<file path="src/hdl/lfu_pkg.sv">
// Package: constants, types and request codes for the LFU cache table.
package lfu_pkg;
  localparam int Entries = 16;
  localparam int IdxW = $clog2(Entries);
  localparam int CntW = IdxW + 1;
  localparam int KeyW = 32;
  localparam int ValW = 32;
  localparam int UseW = 16;
  localparam logic [UseW-1:0] UseMax = '1;

  typedef enum logic [2:0] {
    REQ_GET = 3'd0, REQ_PUT = 3'd1, REQ_CONTAINS = 3'd2,
    REQ_REMOVE = 3'd3, REQ_CLEAR = 3'd4
  } req_e;

  typedef enum logic [2:0] {
    ST_IDLE, ST_SCAN, ST_DECIDE, ST_FIX, ST_OUT
  } state_e;

  typedef struct packed {
    logic [KeyW-1:0] key;
    logic [ValW-1:0] value;
    logic [UseW-1:0] use_cnt;
    logic [IdxW-1:0] rank;
  } slot_t;
endpackage

</file>
<file path="src/hdl/lfu_slot_ram.sv">
// Slot memory: one write port, one registered read port.
module lfu_slot_ram import lfu_pkg::*; (
  input  logic            clk_i,
  input  logic            we_i,
  input  logic [IdxW-1:0] waddr_i,
  input  slot_t           wdata_i,
  input  logic [IdxW-1:0] raddr_i,
  output slot_t           rdata_o
);
  slot_t mem [Entries];
  always_ff @(posedge clk_i) begin
    if (we_i) mem[waddr_i] <= wdata_i;
    rdata_o <= mem[raddr_i];
  end
endmodule

</file>
<file path="src/hdl/lfu_cache_table.sv">
// Top level: LFU cache table with LRU tie-break over a slot memory.
// Flow: scan the slot memory, decide, then a second scan fixes ranks and use counts
// for a hit on get or put, an eviction or a remove; then the result is valid.
// Requests: a new one is taken only once the result of the last has been accepted.
// Reset: asynchronous active low; valid bits and occupancy cleared, capacity set to 16 at once.
module lfu_cache_table import lfu_pkg::*; (
  input  logic        clk_i,
  input  logic        rst_ni,
  input  logic        cfg_we_i,
  input  logic [4:0]  cfg_wdata_i,
  input  logic        s_axis_tvalid_i,
  output logic        s_axis_tready_o,
  input  logic [71:0] s_axis_tdata_i,   // req_type[2:0], key[34:3], write_value[66:35]
  output logic        m_axis_tvalid_o,
  input  logic        m_axis_tready_i,
  output logic [71:0] m_axis_tdata_o    // hit, read_value, evicted_valid, evicted_key, occ
);
  state_e state_q, state_d;
  logic [4:0] cap_q;
  logic [Entries-1:0] valid_q, valid_d;
  logic [CntW-1:0] live_q, live_d;
  logic [2:0] req_q;
  logic [KeyW-1:0] key_q;
  logic [ValW-1:0] wv_q;
  logic [CntW-1:0] ptr_q, ptr_d;
  logic rvld_q;
  logic [IdxW-1:0] ridx_q;
  logic hit_q, hit_d, vic_ok_q, vic_ok_d, free_ok_q, free_ok_d;
  logic [IdxW-1:0] hidx_q, hidx_d, vidx_q, vidx_d, fidx_q, fidx_d;
  slot_t hslot_q, hslot_d, vslot_q, vslot_d;
  // rank fix pass: ranks above gap_q drop by one; tgt_q gets newr_q
  logic fix_gap_q, fix_gap_d;
  logic [IdxW-1:0] gap_q, gap_d, tgt_q, tgt_d, newr_q, newr_d;
  logic [Entries-1:0] excl_q, excl_d;
  logic [71:0] out_q, out_d;
  logic we;
  logic [IdxW-1:0] waddr, raddr;
  slot_t wdata, rdata;
  logic [CntW-1:0] cap_eff;

  lfu_slot_ram u_ram (.clk_i, .we_i(we), .waddr_i(waddr), .wdata_i(wdata),
    .raddr_i(raddr), .rdata_o(rdata));

  assign cap_eff = (cap_q == 5'd0) ? CntW'(1) :
                   (cap_q > 5'(Entries)) ? CntW'(Entries) : CntW'(cap_q);
  assign s_axis_tready_o = (state_q == ST_IDLE);
  assign m_axis_tvalid_o = (state_q == ST_OUT);
  assign m_axis_tdata_o = out_q;
  assign raddr = ptr_q[IdxW-1:0];

  always_ff @(posedge clk_i or negedge rst_ni) begin
    if (!rst_ni) begin
      state_q <= ST_IDLE;
      cap_q <= 5'd16;
      valid_q <= '0;
      live_q <= '0;
      rvld_q <= 1'b0;
    end else begin
      state_q <= state_d;
      valid_q <= valid_d;
      live_q <= live_d;
      if (cfg_we_i) cap_q <= cfg_wdata_i;
      rvld_q <= (state_q == ST_SCAN || state_q == ST_FIX) && ptr_q < CntW'(Entries);
    end
  end

  always_ff @(posedge clk_i) begin
    if (state_q == ST_IDLE) begin
      req_q <= s_axis_tdata_i[2:0];
      key_q <= s_axis_tdata_i[34:3];
      wv_q <= s_axis_tdata_i[66:35];
    end
    ridx_q <= ptr_q[IdxW-1:0];
    ptr_q <= ptr_d; hit_q <= hit_d; vic_ok_q <= vic_ok_d; free_ok_q <= free_ok_d;
    hidx_q <= hidx_d; vidx_q <= vidx_d; fidx_q <= fidx_d;
    hslot_q <= hslot_d; vslot_q <= vslot_d;
    fix_gap_q <= fix_gap_d; gap_q <= gap_d; tgt_q <= tgt_d; newr_q <= newr_d;
    excl_q <= excl_d; out_q <= out_d;
  end

  always_comb begin
    state_d = state_q; valid_d = valid_q; live_d = live_q; ptr_d = ptr_q;
    hit_d = hit_q; vic_ok_d = vic_ok_q; free_ok_d = free_ok_q;
    hidx_d = hidx_q; vidx_d = vidx_q; fidx_d = fidx_q;
    hslot_d = hslot_q; vslot_d = vslot_q; fix_gap_d = fix_gap_q;
    gap_d = gap_q; tgt_d = tgt_q; newr_d = newr_q; excl_d = excl_q; out_d = out_q;
    we = 1'b0; waddr = '0; wdata = rdata;
    case (state_q)
      ST_IDLE: begin
        if (s_axis_tvalid_i) begin
          state_d = ST_SCAN; ptr_d = '0; hit_d = 1'b0; vic_ok_d = 1'b0; free_ok_d = 1'b0;
        end
      end
      ST_SCAN: begin
        if (ptr_q < CntW'(Entries)) ptr_d = ptr_q + 1'b1;
        if (rvld_q) begin
          if (valid_q[ridx_q]) begin
            if (rdata.key == key_q && !hit_q) begin
              hit_d = 1'b1; hidx_d = ridx_q; hslot_d = rdata;
            end
            if (!vic_ok_q || rdata.use_cnt < vslot_q.use_cnt ||
                (rdata.use_cnt == vslot_q.use_cnt && rdata.rank < vslot_q.rank)) begin
              vic_ok_d = 1'b1; vidx_d = ridx_q; vslot_d = rdata;
            end
          end else if (!free_ok_q) begin
            free_ok_d = 1'b1; fidx_d = ridx_q;
          end
        end else if (ptr_q == CntW'(Entries)) begin
          state_d = ST_DECIDE;
        end
      end
      ST_DECIDE: begin
        out_d = '0;
        fix_gap_d = 1'b0; excl_d = '0; ptr_d = '0;
        tgt_d = hidx_q; newr_d = IdxW'(live_q - 1'b1);
        state_d = ST_OUT;
        case (req_q)
          REQ_GET: if (hit_q) begin
            out_d[0] = 1'b1; out_d[32:1] = hslot_q.value;
            fix_gap_d = 1'b1; gap_d = hslot_q.rank; state_d = ST_FIX;
          end
          REQ_CONTAINS: out_d[0] = hit_q;
          REQ_PUT: begin
            if (hit_q) begin
              out_d[0] = 1'b1;
              fix_gap_d = 1'b1; gap_d = hslot_q.rank; state_d = ST_FIX;
            end else begin
              we = 1'b1; wdata.key = key_q; wdata.value = wv_q; wdata.use_cnt = UseW'(1);
              if (live_q >= cap_eff && vic_ok_q) begin
                out_d[33] = 1'b1; out_d[65:34] = vslot_q.key;
                waddr = vidx_q; wdata.rank = IdxW'(live_q - 1'b1);
                valid_d[vidx_q] = 1'b1;
                excl_d[vidx_q] = 1'b1; fix_gap_d = 1'b1; gap_d = vslot_q.rank;
                state_d = ST_FIX; tgt_d = vidx_q;
                newr_d = IdxW'(live_q - 1'b1);
              end else if (free_ok_q) begin
                waddr = fidx_q; wdata.rank = IdxW'(live_q);
                valid_d[fidx_q] = 1'b1; live_d = live_q + 1'b1;
              end else begin
                we = 1'b0;
              end
            end
          end
          REQ_REMOVE: if (hit_q) begin
            out_d[0] = 1'b1; valid_d[hidx_q] = 1'b0; live_d = live_q - 1'b1;
            fix_gap_d = 1'b1; gap_d = hslot_q.rank; excl_d[hidx_q] = 1'b1;
            state_d = ST_FIX;
          end
          REQ_CLEAR: begin valid_d = '0; live_d = '0; end
          default: ;
        endcase
        out_d[70:66] = 5'(live_d);
      end
      ST_FIX: begin
        if (ptr_q < CntW'(Entries)) ptr_d = ptr_q + 1'b1;
        if (rvld_q) begin
          waddr = ridx_q;
          if (valid_q[ridx_q] && !excl_q[ridx_q]) begin
            if (ridx_q == tgt_q && hit_q && (req_q == REQ_GET || req_q == REQ_PUT)) begin
              we = 1'b1; wdata.rank = newr_q;
              if (rdata.use_cnt != UseMax) wdata.use_cnt = rdata.use_cnt + 1'b1;
              if (req_q == REQ_PUT) wdata.value = wv_q;
            end else if (fix_gap_q && rdata.rank > gap_q) begin
              we = 1'b1; wdata.rank = rdata.rank - 1'b1;
            end
          end
        end else if (ptr_q == CntW'(Entries)) begin
          state_d = ST_OUT;
        end
      end
      ST_OUT: if (m_axis_tready_i) state_d = ST_IDLE;
      default: state_d = ST_IDLE;
    endcase
  end
endmodule
</file>
<file path="config.mk">
export PLATFORM = sky130hd
export DESIGN_NAME = lfu_cache_table
export DESIGN_NICKNAME = d
export VERILOG_FILES = /design/src/hdl/lfu_pkg.sv /design/src/hdl/lfu_slot_ram.sv /design/src/hdl/lfu_cache_table.sv
export SDC_FILE = /design/constraint.sdc
export NUM_CORES = 2
export LEC_CHECK = 0
export BUFFER_PORTS_ARGS = -buffer_cell sky130_fd_sc_hd__buf_2
export CORE_MARGIN = 2
export CORE_UTILIZATION = 35
export CTS_BUF_LIST = sky130_fd_sc_hd__clkbuf_8
export DETAILED_ROUTE_END_ITERATION = 16
export HOLD_SLACK_MARGIN = 0.05
export SLEW_MARGIN = 5
export SYNTH_ARGS = -nofsm -noshare
export SYNTH_HDL_FRONTEND = slang
export SYNTH_SLANG_ARGS = --single-unit
</file>
<file path="constraint.sdc">
create_clock -name clk_i -period 14.6 [get_ports clk_i]
set_clock_uncertainty 0.05 [all_clocks]
set_input_delay 1.46 -clock clk_i [delete_from_list [all_inputs] [get_ports clk_i]]
set_output_delay 1.46 -clock clk_i [all_outputs]
set_load 0.005 [all_outputs]
</file>
## After elaboration in Yosys (flattened, before gate mapping)

Memory sizes are Yosys's and may differ from the RTL's. A register that Yosys moved wholly into a read port is not among the register bits.
Cells that the tools add are included.

| operators by class | value |
|---|---|
| add/sub/neg operators | 5 |
| order comparisons | 13 |
| bitwise gates (word level) | 8 |
| muxes and demuxes | 96 |
| reductions and logical operators | 41 |
| eq/ne operators | 30 |

Operator list:

| cell | number |
|---|---|
| 84-bit two-way mux | 2 |
| 16-bit two-way mux | 8 |
| 52-bit two-way mux | 2 |
| 52-bit case mux with 2 select lines | 1 |
| 32-bit two-way mux | 2 |
| 4-bit two-way mux | 15 |
| 48-bit two-way mux | 1 |
| 16-bit case mux with 3 select lines | 1 |
| 5-bit two-way mux | 8 |
| 32-bit equality test | 1 |
| 16-bit bitwise OR | 2 |
| 16-bit case mux with 2 select lines | 1 |
| 5-bit case mux with 3 select lines | 2 |
| 1-bit two-way mux | 29 |
| 3-bit two-way mux | 9 |
| 4-bit by 5-bit < comparator with 1-bit output (second input constant) | 4 |
| 4-bit AND reduction | 5 |
| 16-bit by 1-bit adder with 16-bit output (second input constant) | 1 |
| 16-bit bitwise AND | 1 |
| 16-bit equality test | 1 |
| 16-bit < comparator | 1 |
| 16-bit inequality test (second input constant) | 1 |
| 2-bit by 1-bit inequality test with 1-bit output (second input constant) | 8 |
| 16-bit inverter | 1 |
| other kinds (37) | 86 |

| word-level totals | value |
|---|---|
| memories | 1 |
| RAM bits | 1344 |
| register bits | 309 |
| logic and storage cells | 224 |
| output and inout bits | 74 |

Memory list:

| name | words | bits a word | rd ports | clocked after Yosys merged registers in | write ports | line | text |
|---|---|---|---|---|---|---|---|
| u_ram.mem | 16 | 84 | 1 | 1 | 1 | lfu_slot_ram.sv:10 | `slot_t mem [Entries];` |

## Depth between registers and ports, before layout

| logic depth | value |
|---|---|
| depth in word-level cells | 11 |
| gate-level depth with buffers | 13 |
| gate-level depth less buffers | 11 |

## Modules after synthesis

Synthesis repeated with hierarchy kept, for this count alone.

| second synthesis, totals | value |
|---|---|
| cells, all modules | 3316 |
| area total of the unflattened synthesis | 66510.0 sq um |

By module, submodules not included:

| module | instances | area each (sq um) | cells each |
|---|---|---|---|
| lfu_slot_ram | 1 | 52052.4 | 2154 |
| lfu_cache_table | 1 | 14457.6 | 1162 |

## Worst setup path before layout

Ideal clock, no wire load.

| path | value |
|---|---|
| path type | register -> register |
| start | reg state_q[1] |
| end | mem u_ram.mem[12][0] (netlist name), enable pin |
| cell stages (with the launch flop) | 10 |
| setup time | 734 ps |
| slack | 1720 ps |
| data arrival time | 12097 ps |
| data required time | 13816 ps |
| cells stage by stage | dfrtp_1 -> nor2b_1 -> clkbuf_1 -> nand2b_1 -> clkinv_1 -> nand2_1 -> clkbuf_1 -> o21a_1 -> nand2_1 -> nor4_1 |

| between the ends | value |
|---|---|
| word-level cells in the longest chain between the ends | 4 |
| elaborated cells between the ends (all ways) | 6 |

RTL lines:

| item | line | text |
|---|---|---|
| from (decl) | lfu_cache_table.sv:18 | `state_e state_q, state_d;` |
| from (signal assigned) | lfu_cache_table.sv:59 | `state_q <= state_d;` |
| 3-bit by 2-bit equality test with 1-bit output | lfu_cache_table.sv:88 | `case (state_q)` |
| 1-bit case mux with 2 select lines | lfu_cache_table.sv:88 |  |
| 1-bit two-way mux | lfu_slot_ram.sv:12 | `if (we_i) mem[waddr_i] <= wdata_i;` |
| 1-bit two-way mux (not written as such) | lfu_slot_ram.sv:12 |  |
| to (decl) | lfu_slot_ram.sv:10 |  |

Parallel ways exist; a longest one is shown, timed or not.

## Final worst setup path

| path | value |
|---|---|
| start | reg state_q[0] |
| end | mem u_ram.mem[0][40] (netlist name), enable pin |

The elaborated chain is that of the path after synthesis.

==> impl_metrics.py <==
metrics = {
    "sta": {
        "setup_ws_ns": 8.35,
        "worst_slew_pin_slew_ns": 1.20,
        "finalCriticalPeriod_ns": 6.25,
        "timing.setup.tns_ns": 0,
        "fmax_ghz": 0.160,
        "rsz0062_at_grt": "false",
        "setup_viol": 0,
        "slew_headroom_pct": 17.4,
        "drv_slew": 0,
        "hold_violations": 0,
        "final.period_utilization_pct": 42.8,
    },
    "synth": {
        "synth_xor_area_share_pct": 0.541,
        "synth_edf_count": 1619,
        "yosysTopAreaCell": "edfxtp_1",
        "yosys.area_share.adder_pct": 0.641,
        "synth_top_family_by_area": "multiplexers",
        "ys_types": 72,
        "synth_top_area_share_pct": 73.2,
        "syn_area_sq_um": 66400,
        "synth_compound_gate_area_share_pct": 2.00,
        "synth_area_per_cell_sq_um": 21.7,
        "muxShareOfSynthArea_pct": 16.0,
        "synthArstFlopShare_pct": 1.73,
        "syn_inst": 3064,
        "netlist_top_cells_area": "edfxtp_1 (73%), mux4_2 (15%), dfxtp_1 (2.7%)",
        "synth_seq_cells": 1737,
        "yosys.area_share.simple_pct": 2.58,
        "synth_nets": 3180,
        "ys_warn_count": 0,
        "yosysSeqAreaShare_pct": 77.0,
        "ys.flop_type": "edfxtp_1",
    },
    "die": {
        "std_cell_rows": 159,
        "die_y_um": 440,
        "dieArea_sq_um": 193000,
        "start_util_pct": 35.3,
        "pin_count": 156,
        "die_w_um": 440,
        "coreArea_sq_um": 188000,
    },
    "pwr": {
        "leakagePower_uw": 0.0247,
        "power_density_nw_per_um2": 188,
        "ir_worst_vdd_mv": 0.190,
        "power_switching_uw": 4140,
        "p_comb_share_pct": 23.9,
        "p_int_uw": 10100,
        "clockPowerShare_pct": 28.2,
        "p_sw_share_pct": 29.1,
        "p_seq_share_pct": 47.9,
    },
    "worst_setup_path": {
        "r2r_cells": 9,
        "r2r-start": "state_q[0]$_DFFE_PN0P_",
        "arrival_ns": 6.76,
        "path_class": "register to register",
        "cp-start-kind": "register",
        "cp-end-kind": "register",
        "critPathRequiredTime_ns": 15.11,
        "r2r_setup_slack_ns": 8.35,
        "critPathMaxFanout": 65,
        "r2r_end": "u_ram.mem[0][40]$_DFFE_PP_",
    },
    "finish": {
        "fillerInstances": 16707,
        "drive_gt1_share_pct": 30.6,
        "area.growth.synth_to_final_pct": 14.0,
        "final_util_pct": 40.2,
        "final_nets": 3539,
        "finalInstanceArea_sq_um": 75700,
    },
    "routing": {
        "drc": 0,
        "via_per_inst": 5.16,
        "wl_per_cell_um": 25.0,
        "num_vias": 31658,
        "drt_iter0_markers": 3058,
        "routed_wl_um": 154000,
        "postRouteAntennaNets": 0,
        "dr.pass1.iters": 5,
    },
    "clocking": {
        "post_cts_resized": 0,
        "htreeDepth": 5,
        "cts_buffers": 302,
        "hold_buffers": 0,
        "cts_tree": "yes",
        "root_buffer": "clkbuf_8",
        "postCtsSetupBuffers": 0,
        "cts_sinks": 1737,
        "clk_pin_slew_ns": 0.06,
        "clk_latency_ns": 1.03,
        "ctsLongestPathBuffers": 4,
    },
    "global_route": {
        "grt_pass1_vias": 32908,
        "antenna_found_initial": 7,
        "overflow": 0,
        "grt_pass1_wl_um": 224000,
        "grt_max_degree": 150,
        "grt.total_usage_pct": 15.8,
    },
    "flow_run": {
        "drv_cap": 0,
    },
    "placement": {
        "dp_slack_ns": 8.33,
        "hpwl_um": 77500,
        "finalWeightedCongestion": 0.793,
        "dpl_cell_area_sq_um": 70300,
        "io_buffers": 149,
    },
    "worst_hold_path": {
        "hold_path_end": "vslot_q[62]$_DFFE_PP_",
        "whs_path_depth": 0,
        "hp-class": "register to register",
        "hp-start": "u_ram.rdata_o[62]$_DFF_P_",
    },
    "status": {
        "outcome": "finished clean",
    },
}
[synthesized netlist by cell type (all sizes together), types with 19 or more instances]
cell type / number
dfrtp: 29
buf: 52
o22ai: 19
ha: 34
nor3: 23
dfxtp: 88
mux4: 429
nand3: 27
nor2: 55
o21ai: 67
edfxtp: 1619
and2: 40
and3: 41
inv: 43
xor2: 21
nand2: 68
xnor2: 20
mux2: 75
clkbuf: 102
a21oi: 43
[layout by cell type (no fill, tap or decap), types with 7 or more instances in the layout]
cell type / synthesis / routed
a21o_1: 9 / 9
a21oi_1: 43 / 43
a22oi_1: 7 / 7
a31oi_1: 14 / 14
and2_1: 39 / 39
and3_1: 40 / 40
buf_2: 6 / 149
buf_4: 4 / 56
clkbuf_8: 0 / 333
clkinv_1: 1 / 37
clkinv_2: 0 / 20
clkinvlp_4: 0 / 7
dfrtp_1: 29 / 29
dfxtp_1: 88 / 88
edfxtp_1: 1619 / 1619
ha_1: 34 / 34
inv_1: 43 / 166
mux2_2: 74 / 74
mux2i_1: 15 / 15
mux4_2: 429 / 429
nand2_1: 68 / 67
nand2b_1: 9 / 9
nand3_1: 23 / 23
nand4_1: 17 / 17
nor2_1: 55 / 43
nor2_4: 0 / 12
nor2b_1: 12 / 12
nor3_1: 23 / 15
nor3_2: 0 / 8
o21a_1: 7 / 7
o21ai_0: 67 / 65
o22ai_1: 19 / 19
xnor2_1: 20 / 20
xor2_1: 21 / 21
[per-stage QoR]
step	total power [uW]	hold WS (ns)	instances
2_1_floorplan	9240	0.296	3064
3_3_place_gp	10300	0.365	5614
3_5_place_dp	10400	0.364	5614
4_1_cts	14400	0.374	6139
5_1_grt	14900	0.392	6140
6_report	14200	0.378	6141
[power by group through the flow]
stage               Combinational, uW  Clock, uW  Sequential [uW]
finish                           3390       4010             6800
global route                     3680       4340             6840
CTS                              3460       4120             6810
detailed placement               3450          0             6910
global placement                 3390          0             6910
floorplan                        2510          0             6730
[worst max-delay path: stages (launching register included)]
cell,delay (ns)
dfrtp_1,0.77
nand2b_1,0.58
inv_6,0.37
nand2_2,0.15
buf_4,0.76
o21a_1,0.26
nand2_1,0.17
nor3_2,0.99
buf_4,0.93
buf_4,0.66
[layout make-up]
cell class / count / area, sq um / area share [%]
inverters: 44 / 170 / 0.225
clock inverters: 192 / 840 / 1.11
flip-flops and latches: 1737 / 51100 / 67.5
diodes: 2 / 5.00 / 0.00661
repair buffers: 209 / 1250 / 1.65
clock buffers: 333 / 4580 / 6.05
well taps: 2495 / 3120 / 4.12
multi-input cells: 1129 / 14600 / 19.3
[sequential cells by signal, summed over array words and instances (netlist names), 16 cells and up]
signal          count
excl_q             16
vslot_q            52
valid_q            16
wv_q               32
u_ram.mem        1344
key_q              32
m_axis_tdata_o     71
u_ram.rdata_o      84
hslot_q            36
[metal layers]
metal / global-route usage (%) / part of all wire [%] / vias to the layer above
li1: - / - / 13515
met1: 21.3 / 42 / 16877
met2: 26.1 / 50 / 1030
met3: 2.88 / 5.5 / 234
met4: 4.56 / 2.0 / 2
met5: 0 / 0.0085 / -
[worst max path at each step]
stage,from,to
2_1_floorplan,state_q[1]$_DFFE_PN0P_,u_ram.mem[12][0]$_DFFE_PP_
3_3_place_gp,state_q[0]$_DFFE_PN0P_,u_ram.mem[0][40]$_DFFE_PP_
3_5_place_dp,state_q[0]$_DFFE_PN0P_,u_ram.mem[0][62]$_DFFE_PP_
4_1_cts,state_q[0]$_DFFE_PN0P_,u_ram.mem[0][55]$_DFFE_PP_
5_1_grt,cap_q[3]$_DFFE_PN0P_,u_ram.mem[0][40]$_DFFE_PP_
6_report,state_q[0]$_DFFE_PN0P_,u_ram.mem[0][40]$_DFFE_PP_
[logic make-up (layout without fill, tap and decap cells)]
logic type / after synthesis / count (layout)
flops: 1737 / 1737
mux: 519 / 519
simple gates: 323 / 323
compound gates: 211 / 211
buf+inv: 198 / 778
xor+xnor: 41 / 41
fa+ha+maj: 34 / 34
other cells: 1 / 3
Power figures use the tool's default switching activity.
